===== config.mk =====
export PLATFORM = sky130hd
export DESIGN_NAME = lif_neuron_update_core
export DESIGN_NICKNAME = d
export VERILOG_FILES = /design/src/sv/lifnu_pkg.sv /design/src/sv/lifnu_cfg_regs.sv /design/src/sv/lifnu_update.sv /design/src/sv/lif_neuron_update_core.sv
export VERILOG_INCLUDE_DIRS = /design/src /design/src/sv
export SDC_FILE = /design/constraint.sdc
export NUM_CORES = 2
export LEC_CHECK = 0
export BUFFER_PORTS_ARGS = -buffer_cell sky130_fd_sc_hd__buf_2
export CORE_ASPECT_RATIO = 1.2
export CORE_UTILIZATION = 23
export DETAILED_ROUTE_END_ITERATION = 12
export PLACE_DENSITY = 0.48
export RECOVER_POWER = 100
export SYNTH_ARGS = -nofsm -noshare
export SYNTH_HDL_FRONTEND = slang
export SYNTH_HIERARCHICAL = 1
export SYNTH_SLANG_ARGS = --single-unit

===== constraint.sdc =====
create_clock -name i_clk -period 14.05 [get_ports i_clk]
set_clock_uncertainty 0.15 [all_clocks]
set_input_delay 2.81 -clock i_clk [delete_from_list [all_inputs] [get_ports i_clk]]
set_output_delay 2.81 -clock i_clk [all_outputs]
set_load 0.05 [all_outputs]

===== src/sv/lif_neuron_update_core_defines.svh =====
// Assertion macros shared by the neuron update core.
// Assertions are clocked by i_clk and are disabled while i_rst_n is low.
`ifndef LIF_NEURON_UPDATE_CORE_DEFINES_SVH
`define LIF_NEURON_UPDATE_CORE_DEFINES_SVH

// The consequent must hold in the same cycle as the antecedent.
`define LIFNU_ASSERT_SAME(lbl, ante, cons, msg) \
    lbl: assert property (@(posedge i_clk) disable iff (!i_rst_n) (ante) |-> (cons)) \
        else $error(msg);

// The consequent must hold in the cycle after the antecedent.
`define LIFNU_ASSERT_NEXT(lbl, ante, cons, msg) \
    lbl: assert property (@(posedge i_clk) disable iff (!i_rst_n) (ante) |=> (cons)) \
        else $error(msg);

`endif


===== src/sv/lifnu_pkg.sv =====
// Types, register codes, constants and the saturating function for the neuron update core.
// No dependencies; used by every module of the block.
package lifnu_pkg;

    localparam int unsigned NEURON_W = 4;
    localparam int unsigned MEM_W    = 32;
    localparam int unsigned SPIKE_W  = 16;
    localparam int unsigned GAIN_W   = 16;
    localparam int unsigned APB_AW   = 4;
    localparam int unsigned APB_DW   = 32;

    localparam logic signed [MEM_W-1:0] THRESHOLD_RST   = 32'sd65536;
    localparam logic [GAIN_W-1:0]       GAIN_RST        = 16'h8000;
    localparam logic signed [MEM_W-1:0] RESET_VALUE_RST = 32'sd0;
    localparam logic                    HARD_MODE_RST   = 1'b1;
    localparam logic signed [MEM_W-1:0] RESET_MINUS_ONE = -32'sd65536;
    localparam logic signed [49:0]      ROUND_HALF      = 50'sd16384;

    typedef enum logic {
        ACT_LOAD = 1'b0,
        ACT_STEP = 1'b1
    } t_action;

    typedef enum logic [1:0] {
        REG_FIRE_THRESHOLD = 2'd0,
        REG_DECAY_GAIN     = 2'd1,
        REG_RESET_VALUE    = 2'd2,
        REG_HARD_MODE      = 2'd3
    } t_reg_idx;

    typedef struct packed {
        t_action                     action;
        logic [NEURON_W-1:0]         neuron;
        logic signed [SPIKE_W-1:0]   spike_value;
        logic signed [MEM_W-1:0]     membrane_load;
        logic                        last_step;
    } t_in_item;

    typedef struct packed {
        logic [NEURON_W-1:0]         result_neuron;
        logic                        spike_out;
        logic signed [MEM_W-1:0]     membrane_out;
        logic                        final_membrane;
    } t_out_item;

    typedef struct packed {
        logic signed [MEM_W-1:0]     fire_threshold;
        logic [GAIN_W-1:0]           decay_gain;
        logic signed [MEM_W-1:0]     reset_value;
        logic                        hard_mode;
    } t_cfg;

    function automatic logic signed [MEM_W-1:0] sat32(input logic signed [35:0] v);
        logic signed [MEM_W-1:0] res;
        if ((v[35:31] == 5'b00000) || (v[35:31] == 5'b11111)) begin
            res = v[31:0];
        end else if (v[35]) begin
            res = {1'b1, {(MEM_W-1){1'b0}}};
        end else begin
            res = {1'b0, {(MEM_W-1){1'b1}}};
        end
        return res;
    endfunction

endpackage


===== src/sv/lifnu_cfg_regs.sv =====
// Configuration registers of the neuron update core behind an APB-style port.
// Depends on lifnu_pkg for the register codes, reset values and t_cfg.
module lifnu_cfg_regs (
    input  logic                          i_clk,
    input  logic                          i_rst_n,
    input  logic                          psel,
    input  logic                          penable,
    input  logic                          pwrite,
    input  logic [lifnu_pkg::APB_AW-1:0]  paddr,
    input  logic [lifnu_pkg::APB_DW-1:0]  pwdata,
    output logic [lifnu_pkg::APB_DW-1:0]  prdata,
    output logic                          pready,
    output lifnu_pkg::t_cfg               o_cfg
);
    import lifnu_pkg::*;

    t_cfg     r_cfg;
    t_reg_idx w_reg;
    logic     w_wr;

    assign pready = 1'b1;
    assign w_reg  = t_reg_idx'(paddr[3:2]);
    assign w_wr   = psel && penable && pwrite && pready;
    assign o_cfg  = r_cfg;

    always_ff @(posedge i_clk) begin
        if (!i_rst_n) begin
            r_cfg.fire_threshold <= THRESHOLD_RST;
            r_cfg.decay_gain     <= GAIN_RST;
            r_cfg.reset_value    <= RESET_VALUE_RST;
            r_cfg.hard_mode      <= HARD_MODE_RST;
        end else if (w_wr) begin
            case (w_reg)
                REG_FIRE_THRESHOLD: r_cfg.fire_threshold <= pwdata;
                REG_DECAY_GAIN:     r_cfg.decay_gain     <= pwdata[GAIN_W-1:0];
                REG_RESET_VALUE:    r_cfg.reset_value    <= pwdata;
                REG_HARD_MODE:      r_cfg.hard_mode      <= pwdata[0];
                default: begin
                end
            endcase
        end
    end

    always_comb begin
        case (w_reg)
            REG_FIRE_THRESHOLD: prdata = r_cfg.fire_threshold;
            REG_DECAY_GAIN:     prdata = {{(APB_DW-GAIN_W){1'b0}}, r_cfg.decay_gain};
            REG_RESET_VALUE:    prdata = r_cfg.reset_value;
            REG_HARD_MODE:      prdata = {{(APB_DW-1){1'b0}}, r_cfg.hard_mode};
            default:            prdata = '0;
        endcase
    end

endmodule


===== src/sv/lifnu_update.sv =====
// Single-pass membrane update: decay multiply, spike add, threshold compare and reset; loads pass through.
// Depends on lifnu_pkg for the item and configuration types and saturation.
module lifnu_update (
    input  lifnu_pkg::t_in_item              i_item,
    input  logic signed [lifnu_pkg::MEM_W-1:0] i_membrane,
    input  lifnu_pkg::t_cfg                  i_cfg,
    output logic                             o_fired,
    output logic signed [lifnu_pkg::MEM_W-1:0] o_membrane
);
    import lifnu_pkg::*;

    logic signed [48:0]       w_prod;
    logic signed [49:0]       w_round;
    logic signed [34:0]       w_dec;
    logic signed [35:0]       w_sum_wide;
    logic signed [MEM_W-1:0]  w_sum;
    logic                     w_fire;
    logic signed [MEM_W-1:0]  w_rst;
    logic signed [MEM_W:0]    w_diff;
    logic signed [MEM_W-1:0]  w_soft;

    assign w_prod     = i_membrane * $signed({1'b0, i_cfg.decay_gain});
    assign w_round    = {w_prod[48], w_prod} + ROUND_HALF;
    assign w_dec      = w_round[49:15];
    assign w_sum_wide = {w_dec[34], w_dec}
                      + {{4{i_item.spike_value[SPIKE_W-1]}}, i_item.spike_value, 16'b0};
    assign w_sum      = sat32(w_sum_wide);
    assign w_fire     = (w_sum >= i_cfg.fire_threshold);
    assign w_rst      = (i_cfg.reset_value == RESET_MINUS_ONE) ? '0 : i_cfg.reset_value;
    assign w_diff     = {w_sum[MEM_W-1], w_sum} - {w_rst[MEM_W-1], w_rst};
    assign w_soft     = sat32({{3{w_diff[MEM_W]}}, w_diff});

    always_comb begin
        if (i_item.action == ACT_LOAD) begin
            o_fired    = 1'b0;
            o_membrane = i_item.membrane_load;
        end else if (w_fire) begin
            o_fired    = 1'b1;
            o_membrane = i_cfg.hard_mode ? w_rst : w_soft;
        end else begin
            o_fired    = 1'b0;
            o_membrane = w_sum;
        end
    end

endmodule


===== src/sv/lif_neuron_update_core.sv =====
// Top level of the leaky integrate-and-fire neuron update core.
// Depends on lifnu_pkg, lifnu_cfg_regs, lifnu_update and the defines header.
//
// Items enter on i_in_valid/o_in_stall and results leave on o_out_valid/i_out_stall.
// An item is taken at a clock edge with valid high and stall low.
// Every item yields exactly one result item, in order.
// A load item writes the addressed neuron's membrane and echoes it.
// A step item decays, integrates and thresholds the stored membrane and writes it back.
// An item is captured in an input register; the multiply, add and compare are combinational,
// and the result is written to the output register.
// Without receiver stalls one item per cycle is sustained; the next item reads the membrane already written.
// When the receiver stalls, the held result waits and one more item is still taken.
// Synchronous reset clears all membranes to zero and loads the register defaults.
// Write configuration through the APB-style port only while the core is idle; the core does not check it.
`include "lif_neuron_update_core_defines.svh"

module lif_neuron_update_core #(
    parameter int NEURONS = 16
) (
    input  logic                          i_clk,
    input  logic                          i_rst_n,
    input  logic                          i_in_valid,
    output logic                          o_in_stall,
    input  lifnu_pkg::t_in_item           i_in_item,
    output logic                          o_out_valid,
    input  logic                          i_out_stall,
    output lifnu_pkg::t_out_item          o_out_item,
    input  logic                          psel,
    input  logic                          penable,
    input  logic                          pwrite,
    input  logic [lifnu_pkg::APB_AW-1:0]  paddr,
    input  logic [lifnu_pkg::APB_DW-1:0]  pwdata,
    output logic [lifnu_pkg::APB_DW-1:0]  prdata,
    output logic                          pready
);
    import lifnu_pkg::*;

    localparam int IDX_W = (NEURONS > 1) ? $clog2(NEURONS) : 1;

    t_cfg                    w_cfg;
    logic                    r_in_v;
    logic                    n_in_v;
    t_in_item                r_in;
    logic                    r_out_v;
    logic                    n_out_v;
    t_out_item               r_out;
    t_out_item               n_out;
    logic signed [MEM_W-1:0] r_mem [NEURONS];
    logic                    w_adv;
    logic                    w_accept;
    logic                    w_valid;
    logic [IDX_W-1:0]        w_idx;
    logic signed [MEM_W-1:0] w_mem_rd;
    logic                    w_fired;
    logic signed [MEM_W-1:0] w_new_mem;

    lifnu_cfg_regs u_cfg_regs (
        .i_clk   (i_clk),
        .i_rst_n (i_rst_n),
        .psel    (psel),
        .penable (penable),
        .pwrite  (pwrite),
        .paddr   (paddr),
        .pwdata  (pwdata),
        .prdata  (prdata),
        .pready  (pready),
        .o_cfg   (w_cfg)
    );

    assign w_valid  = (32'(r_in.neuron) < NEURONS);
    assign w_idx    = IDX_W'(r_in.neuron);
    assign w_mem_rd = w_valid ? r_mem[w_idx] : '0;

    lifnu_update u_update (
        .i_item     (r_in),
        .i_membrane (w_mem_rd),
        .i_cfg      (w_cfg),
        .o_fired    (w_fired),
        .o_membrane (w_new_mem)
    );

    assign w_adv      = r_in_v && (!r_out_v || !i_out_stall);
    assign o_in_stall = r_in_v && !w_adv;
    assign w_accept   = i_in_valid && !o_in_stall;

    always_comb begin
        n_in_v = r_in_v;
        if (w_accept) begin
            n_in_v = 1'b1;
        end else if (w_adv) begin
            n_in_v = 1'b0;
        end

        n_out_v = r_out_v;
        if (w_adv) begin
            n_out_v = 1'b1;
        end else if (r_out_v && !i_out_stall) begin
            n_out_v = 1'b0;
        end

        n_out.result_neuron  = r_in.neuron;
        n_out.spike_out      = w_fired;
        n_out.membrane_out   = w_new_mem;
        n_out.final_membrane = r_in.last_step;
    end

    always_ff @(posedge i_clk) begin
        if (!i_rst_n) begin
            r_in_v  <= 1'b0;
            r_out_v <= 1'b0;
        end else begin
            r_in_v  <= n_in_v;
            r_out_v <= n_out_v;
        end
    end

    always_ff @(posedge i_clk) begin
        if (w_accept) begin
            r_in <= i_in_item;
        end
        if (w_adv) begin
            r_out <= n_out;
        end
    end

    always_ff @(posedge i_clk) begin
        if (!i_rst_n) begin
            for (int i = 0; i < NEURONS; i++) begin
                r_mem[i] <= '0;
            end
        end else if (w_adv && w_valid) begin
            r_mem[w_idx] <= w_new_mem;
        end
    end

    assign o_out_valid = r_out_v;
    assign o_out_item  = r_out;

    `LIFNU_ASSERT_SAME(a_stall_needs_item, o_in_stall, r_in_v, "Input stalled with no held item.")
    `LIFNU_ASSERT_NEXT(a_load_no_spike, w_adv && (r_in.action == ACT_LOAD),
        !o_out_item.spike_out, "Load item produced a spike.")
    `LIFNU_ASSERT_NEXT(a_mem_written, w_adv && w_valid,
        r_mem[$past(w_idx)] == o_out_item.membrane_out, "Stored membrane differs from result.")

endmodule


======== Word level (Yosys, flattened, before mapping) ========
Memories as Yosys holds them, arrays and structs flattened. A register that Yosys moved wholly into a read port is not among the register bits.
Index checks and enable logic that the tools add are counted.
storage, ports and cells
  bits in registers ....................... 175
  memory bits (writable) .................. 512
  input port bits ......................... 97
  output and inout bits ................... 73
  logic and storage cells ................. 72
  memories kept ........................... 1
memory list
  memory  depth  width  rd ports  clocked after Yosys merged registers in  wr ports  RTL line                      source
  r_mem   16     32     1         1                                        16        lif_neuron_update_core.sv:48  logic signed [MEM_W-1:0] r_mem [NEURONS];
operators by class
  $add $sub $neg .......................... 3
  $mul .................................... 1
  $lt $le $gt $ge ......................... 1
  equality and inequality tests ........... 6
  mux-type cells .......................... 22
  reductions and logical operators ........ 23
operator list
  operator                                                number
  2-to-1 mux 32 bit                                       9
  case mux 32 bit (4 select lines)                        1
  adder 49 x 16 -> 50 bit (second input constant)         1
  multiplier 32 x 17 -> 49 bit                            1
  adder 35 x 32 -> 36 bit                                 1
  subtractor 32 x 32 -> 33 bit                            1
  equality test 32 x 17 -> 1 bit (second input constant)  1
  greater-or-equal comparator 32 bit                      1
  OR reduction 32 bit                                     1
  equality test 5 bit (second input constant)             2
  zero test 5 bit                                         2
  2-to-1 mux 1 bit                                        10
  2-to-1 mux 4 bit                                        2
  AND reduction 2 bit                                     4
  logical AND 1 bit                                       6
  equality test 2 bit (second input constant)             2
  zero test 1 bit                                         4
  nonzero test 2 bit                                      2
  logical OR 1 bit                                        3
  equality test 2 x 1 -> 1 bit (second input constant)    1
  zero test 2 bit                                         1

======== Depth between registers and ports, before layout ========
  depth in word-level cells ............... 14
  gate-level depth with buffers ........... 56
  mapped depth without buffers ............ 49

======== Modules after synthesis ========
The synthesis kept the hierarchy.
by module, submodules not included
  module                  times used  cells each  area each (sq um)  seq. area each (sq um)
  lif_neuron_update_core  1           1634        24931.4            18257.5
  lifnu_update            1           2893        23804.1            0.0
  lifnu_cfg_regs          1           395         3636.0             1621.6

======== Least setup slack after synthesis ========
OpenSTA, ideal clock, no wires.
  path kind ............................... reg2reg
  from .................................... reg (tool-made name)
  to ...................................... mem r_mem[0][19] (data pin)
  library setup time ...................... 0.142 ns
  arrival time ............................ 12.117 ns
  data required time ...................... 13.758 ns
  slack ................................... 1.641 ns
  cell stages (with the launch flop) ...... 51
  buffers on the path ..................... 6
  period minus slack after synthesis ...... 12.409 ns
  cells stage by stage .................... dfxtp_1 buf_2 buf_2 mux4_2 a22oi_1 nand2_1 clkbuf_1 and2_1 fa_1 inv_1 fa_1 fa_1 inv_1 fa_1 fa_1 inv_1 fa_1 inv_1 [... 15 more ...] a211oi_1 nor2_1 a21oi_2 buf_2 buf_2 nor2_1 ha_1 nand4_1 or3_1 or3_1 o22ai_1 a211oi_1 mux2_4 or2_4 buf_6 o311ai_1 nand2_1 nor2_1
RTL lines
  item           RTL line
  end, declared  lif_neuron_update_core.sv:48

==> summary.json <==
{
  "placed_design": {
    "dpl_cell_area_mm2": 0.0608,
    "dpl.hpwl_mm": 126,
    "pre_cts_slack_ns": -0.432,
    "placedCellCount": 8384,
    "portBuffers": 166,
    "place.gp.congestion": 0.886
  },
  "routing": {
    "drc": 0,
    "wirelength_mm": 173,
    "detailedRoute.firstIterationViolations": 2952,
    "route.vias.total": 38500,
    "ant_nets": 0,
    "drt-vias-per-instance": 4.48,
    "avgRoutedWirePerCell_um": 20.1,
    "firstDrtPassIters": 6
  },
  "cts": {
    "clock_insertion_delay_worst_skew_ns": 0.67,
    "cts_tree": "yes",
    "cts_made_buffers": 76,
    "postCtsHoldBufs": 0,
    "cts.sink_count": 691,
    "htreeDepth": 3,
    "worst_setup_hold_path_clk_slew_ns": 0.06,
    "clock_tree.root_cell": "clkbuf_16",
    "clk_path_buf_depth": 3
  },
  "grt": {
    "antenna_found_initial": 15,
    "maximum_number_of_pins_on_one_net_before_global_route_repair": 133,
    "grt.total_usage_pct": 14.8,
    "grt_overflow_total": 0,
    "global_route_wire_length_before_repair_mm": 256,
    "via_count_of_the_first_global_routing_pass": 40500
  },
  "finish": {
    "area_growth_syn_to_layout_pct": 23.6,
    "layoutNonFillerInstCount": 8585,
    "final_layout_net_count": 6347,
    "stdcell_area_mm2": 0.0647,
    "layout_commonest_cell": "inv_1",
    "most-common-layout-cells": "inv_1 (724), edfxtp_1 (604), nor2_1 (593), nand2_1 (536), buf_4 (522)",
    "drive_gt1_share_pct": 21.1
  },
  "worst_setup_path": {
    "cp_data_required_time_ns": 14.31,
    "path_delay_family": "compound AO/OA/AOI/OAI gates",
    "cp_slowest_stage_delay_ns": 0.56,
    "worstPathBufferInverterCount": 21,
    "crit_fanout": 8,
    "timing.critical_path.slowest_stage_cell": "fa_2",
    "cpMostUsedCell": "buf_4",
    "data_arrival_time_of_the_worst_path_ns": 13.95,
    "criticalPathCategory": "reg2reg",
    "critical_path_start_type": "flop",
    "worst_setup_path_end_kind": "flop"
  },
  "floorplanning": {
    "die-area_mm2": 0.230,
    "floorplan.initialDensity_pct": 23.2,
    "io-pin-count": 170,
    "die-width_um": 438,
    "floorplan.core_area_mm2": 0.226,
    "die_height_um": 525,
    "placement_rows": 191
  },
  "hold_path": {
    "timing.hold.worst.class": "reg2reg",
    "hold_path_startpoint": "n_out[0]"
  },
  "synthesis": {
    "synth_enable_flop_cells": 604,
    "sequential_to_total_area_share_from_yosys_stat_pct": 38.0,
    "synth_cell_type_count": 89,
    "postSynth.topFlopCell": "edfxtp_1",
    "synth_async_sr_flop_share_pct": 0,
    "post_synth_inst_count": 4922,
    "ys_warn_count": 6,
    "average_cell_area_after_synthesis_um2": 10.6,
    "postSynthRegisterBits": 691,
    "syn-cell-area_mm2": 0.0524,
    "postSynthNetCount": 5742
  },
  "outcome": {
    "run_status": "finished with violations",
    "violations": "capacitance limit, slew limit"
  },
  "timing": {
    "report.final.hold_viol_count": 0,
    "fin_worst_hold_slack_ns": 0.279,
    "setup_tns_ns": 0,
    "worstMarginPinSlew_ns": 3.71,
    "final.setup.worst_slack_ns": 0.360,
    "worst_slew_margin_rel_pct": -148,
    "finalWorstPathRequiredPeriod_ns": 13.69,
    "maxClockFrequency_ghz": 0.0730,
    "timing.final.crit_share_pct": 97.4,
    "setup_violations": 0,
    "finalMaxSlewViolations": 791
  },
  "pwr": {
    "ir_worst_vdd_v": 0.000110,
    "power_leakage_uw": 0.0265,
    "power.density_cell_area_mw_per_mm2": 137
  },
  "flow_run": {
    "drv_cap": 25
  }
}
## cell type report
type                       count  area, µm²
fill                       23800     161000
sequential                   691      19900
clock buffer                  91       2000
timing repair buffer         796       6290
clock inverter                47        417
multi-input combinational   3236      29700
inverter                     726       2730
antenna                        7       17.5
tap                         2991       3740
## power by group
| part | switching, µW | internal [µW] | total, µW |
|---|---|---|---|
| Combinational | 2500 | 2040 | 4540 |
| Sequential | 38.4 | 2330 | 2370 |
| Clock | 863 | 1120 | 1980 |
## final timing paths
path,to,slack [ns],cells after the start
max,o_out_item[9],0.36,59
max reg2reg,o_out_item[9],0.36,59
min,o_out_item[0],0.28,0
min reg2reg,o_out_item[0],0.28,0
## registers in the layout (all words and copies together) (netlist names), named ones only
register / count
w_idx: 4
r_in_v: 1
u_cfg_regs/o_cfg: 81
r_mem: 512
n_out: 1
o_out_valid: 1
r_in: 49
o_out_item: 38
## per-stage QoR
step,total power [µW],utilization [%]
final,8890,28.6
after global routing,9330,28.6
after CTS,8630,28.2
after detailed placement,6540,26.9
after global placement,6560,26.9
after floorplan,4390,-
## synthesized netlist by cell type, drive strengths merged, types with 5 or more instances
cell,number,area share [%]
nor2,622,4.5
xor2,26,0.43
a21o,33,0.47
o211ai,27,0.41
o22ai,8,0.096
and3,15,0.18
a31oi,10,0.15
mux2i,112,2.1
a22oi,66,0.95
o311ai,6,0.11
xnor2,48,0.80
o31ai,6,0.086
nand2,569,4.1
nand2b,11,0.13
nor3,17,0.17
mux2,7,0.16
nor2b,21,0.25
ha,229,5.5
a211oi,18,0.26
a32oi,8,0.13
clkbuf,181,1.3
o21bai,13,0.19
fa,494,19
mux4,129,5.5
o21ai,88,0.85
buf,89,1.0
nand4,33,0.39
nand4b,8,0.13
and2,332,4.0
or3,6,0.072
o21a,11,0.16
a21oi,120,1.2
nand3,35,0.34
or2,5,0.065
inv,726,5.2
a211o,12,0.20
a21boi,9,0.14
edfxtp,604,35
dfxtp,87,3.3
o221ai,21,0.39
a221o,8,0.15
nor4,6,0.084
## layer usage
metal  track usage, %  wire [µm]  vias to the layer above
met2             26.1      87600                     1006
met5                0         13                        -
li1                 -          -                    17500
met3             1.94       8450                      248
met1             18.2      69900                    19800
met4             5.68       6680                        2
## worst reg2reg max path, delay by kind of cell, from the launching register on
family / cells / cell delay [ns]
buffers and inverters: 21 / 2.95
AND/OR/NAND/NOR: 9 / 1.41
multiplexers: 1 / 0.50
flip-flops: 1 / 0.46
AO/OA/AOI/OAI: 19 / 4.11
adder cells (fa/ha/maj): 9 / 3.86
## logic make-up (layout without fill, tap and decap cells)
group,after synthesis,in the layout,share of synthesized area [%]
AO/OA/AOI/OAI,498,498,6.55
XOR/XNOR,74,74,1.24
adder cells (fa/ha/maj),723,723,24.4
buffers and inverters,996,1660,7.52
flip-flops,691,691,38.0
multiplexers,248,248,7.85
other,1,8,0.00716
AND/OR/NAND/NOR,1691,1692,14.5
## repair_timing
item / in CTS / in global routing
endpoints found under the setup margin: 544 / 544
buffers inserted: 10 / 37
pin swaps: 11 / 92
gates cloned: 3 / 7
gates resized for setup: 59 / 226
No activity file was read; power rests on OpenSTA's default activity.
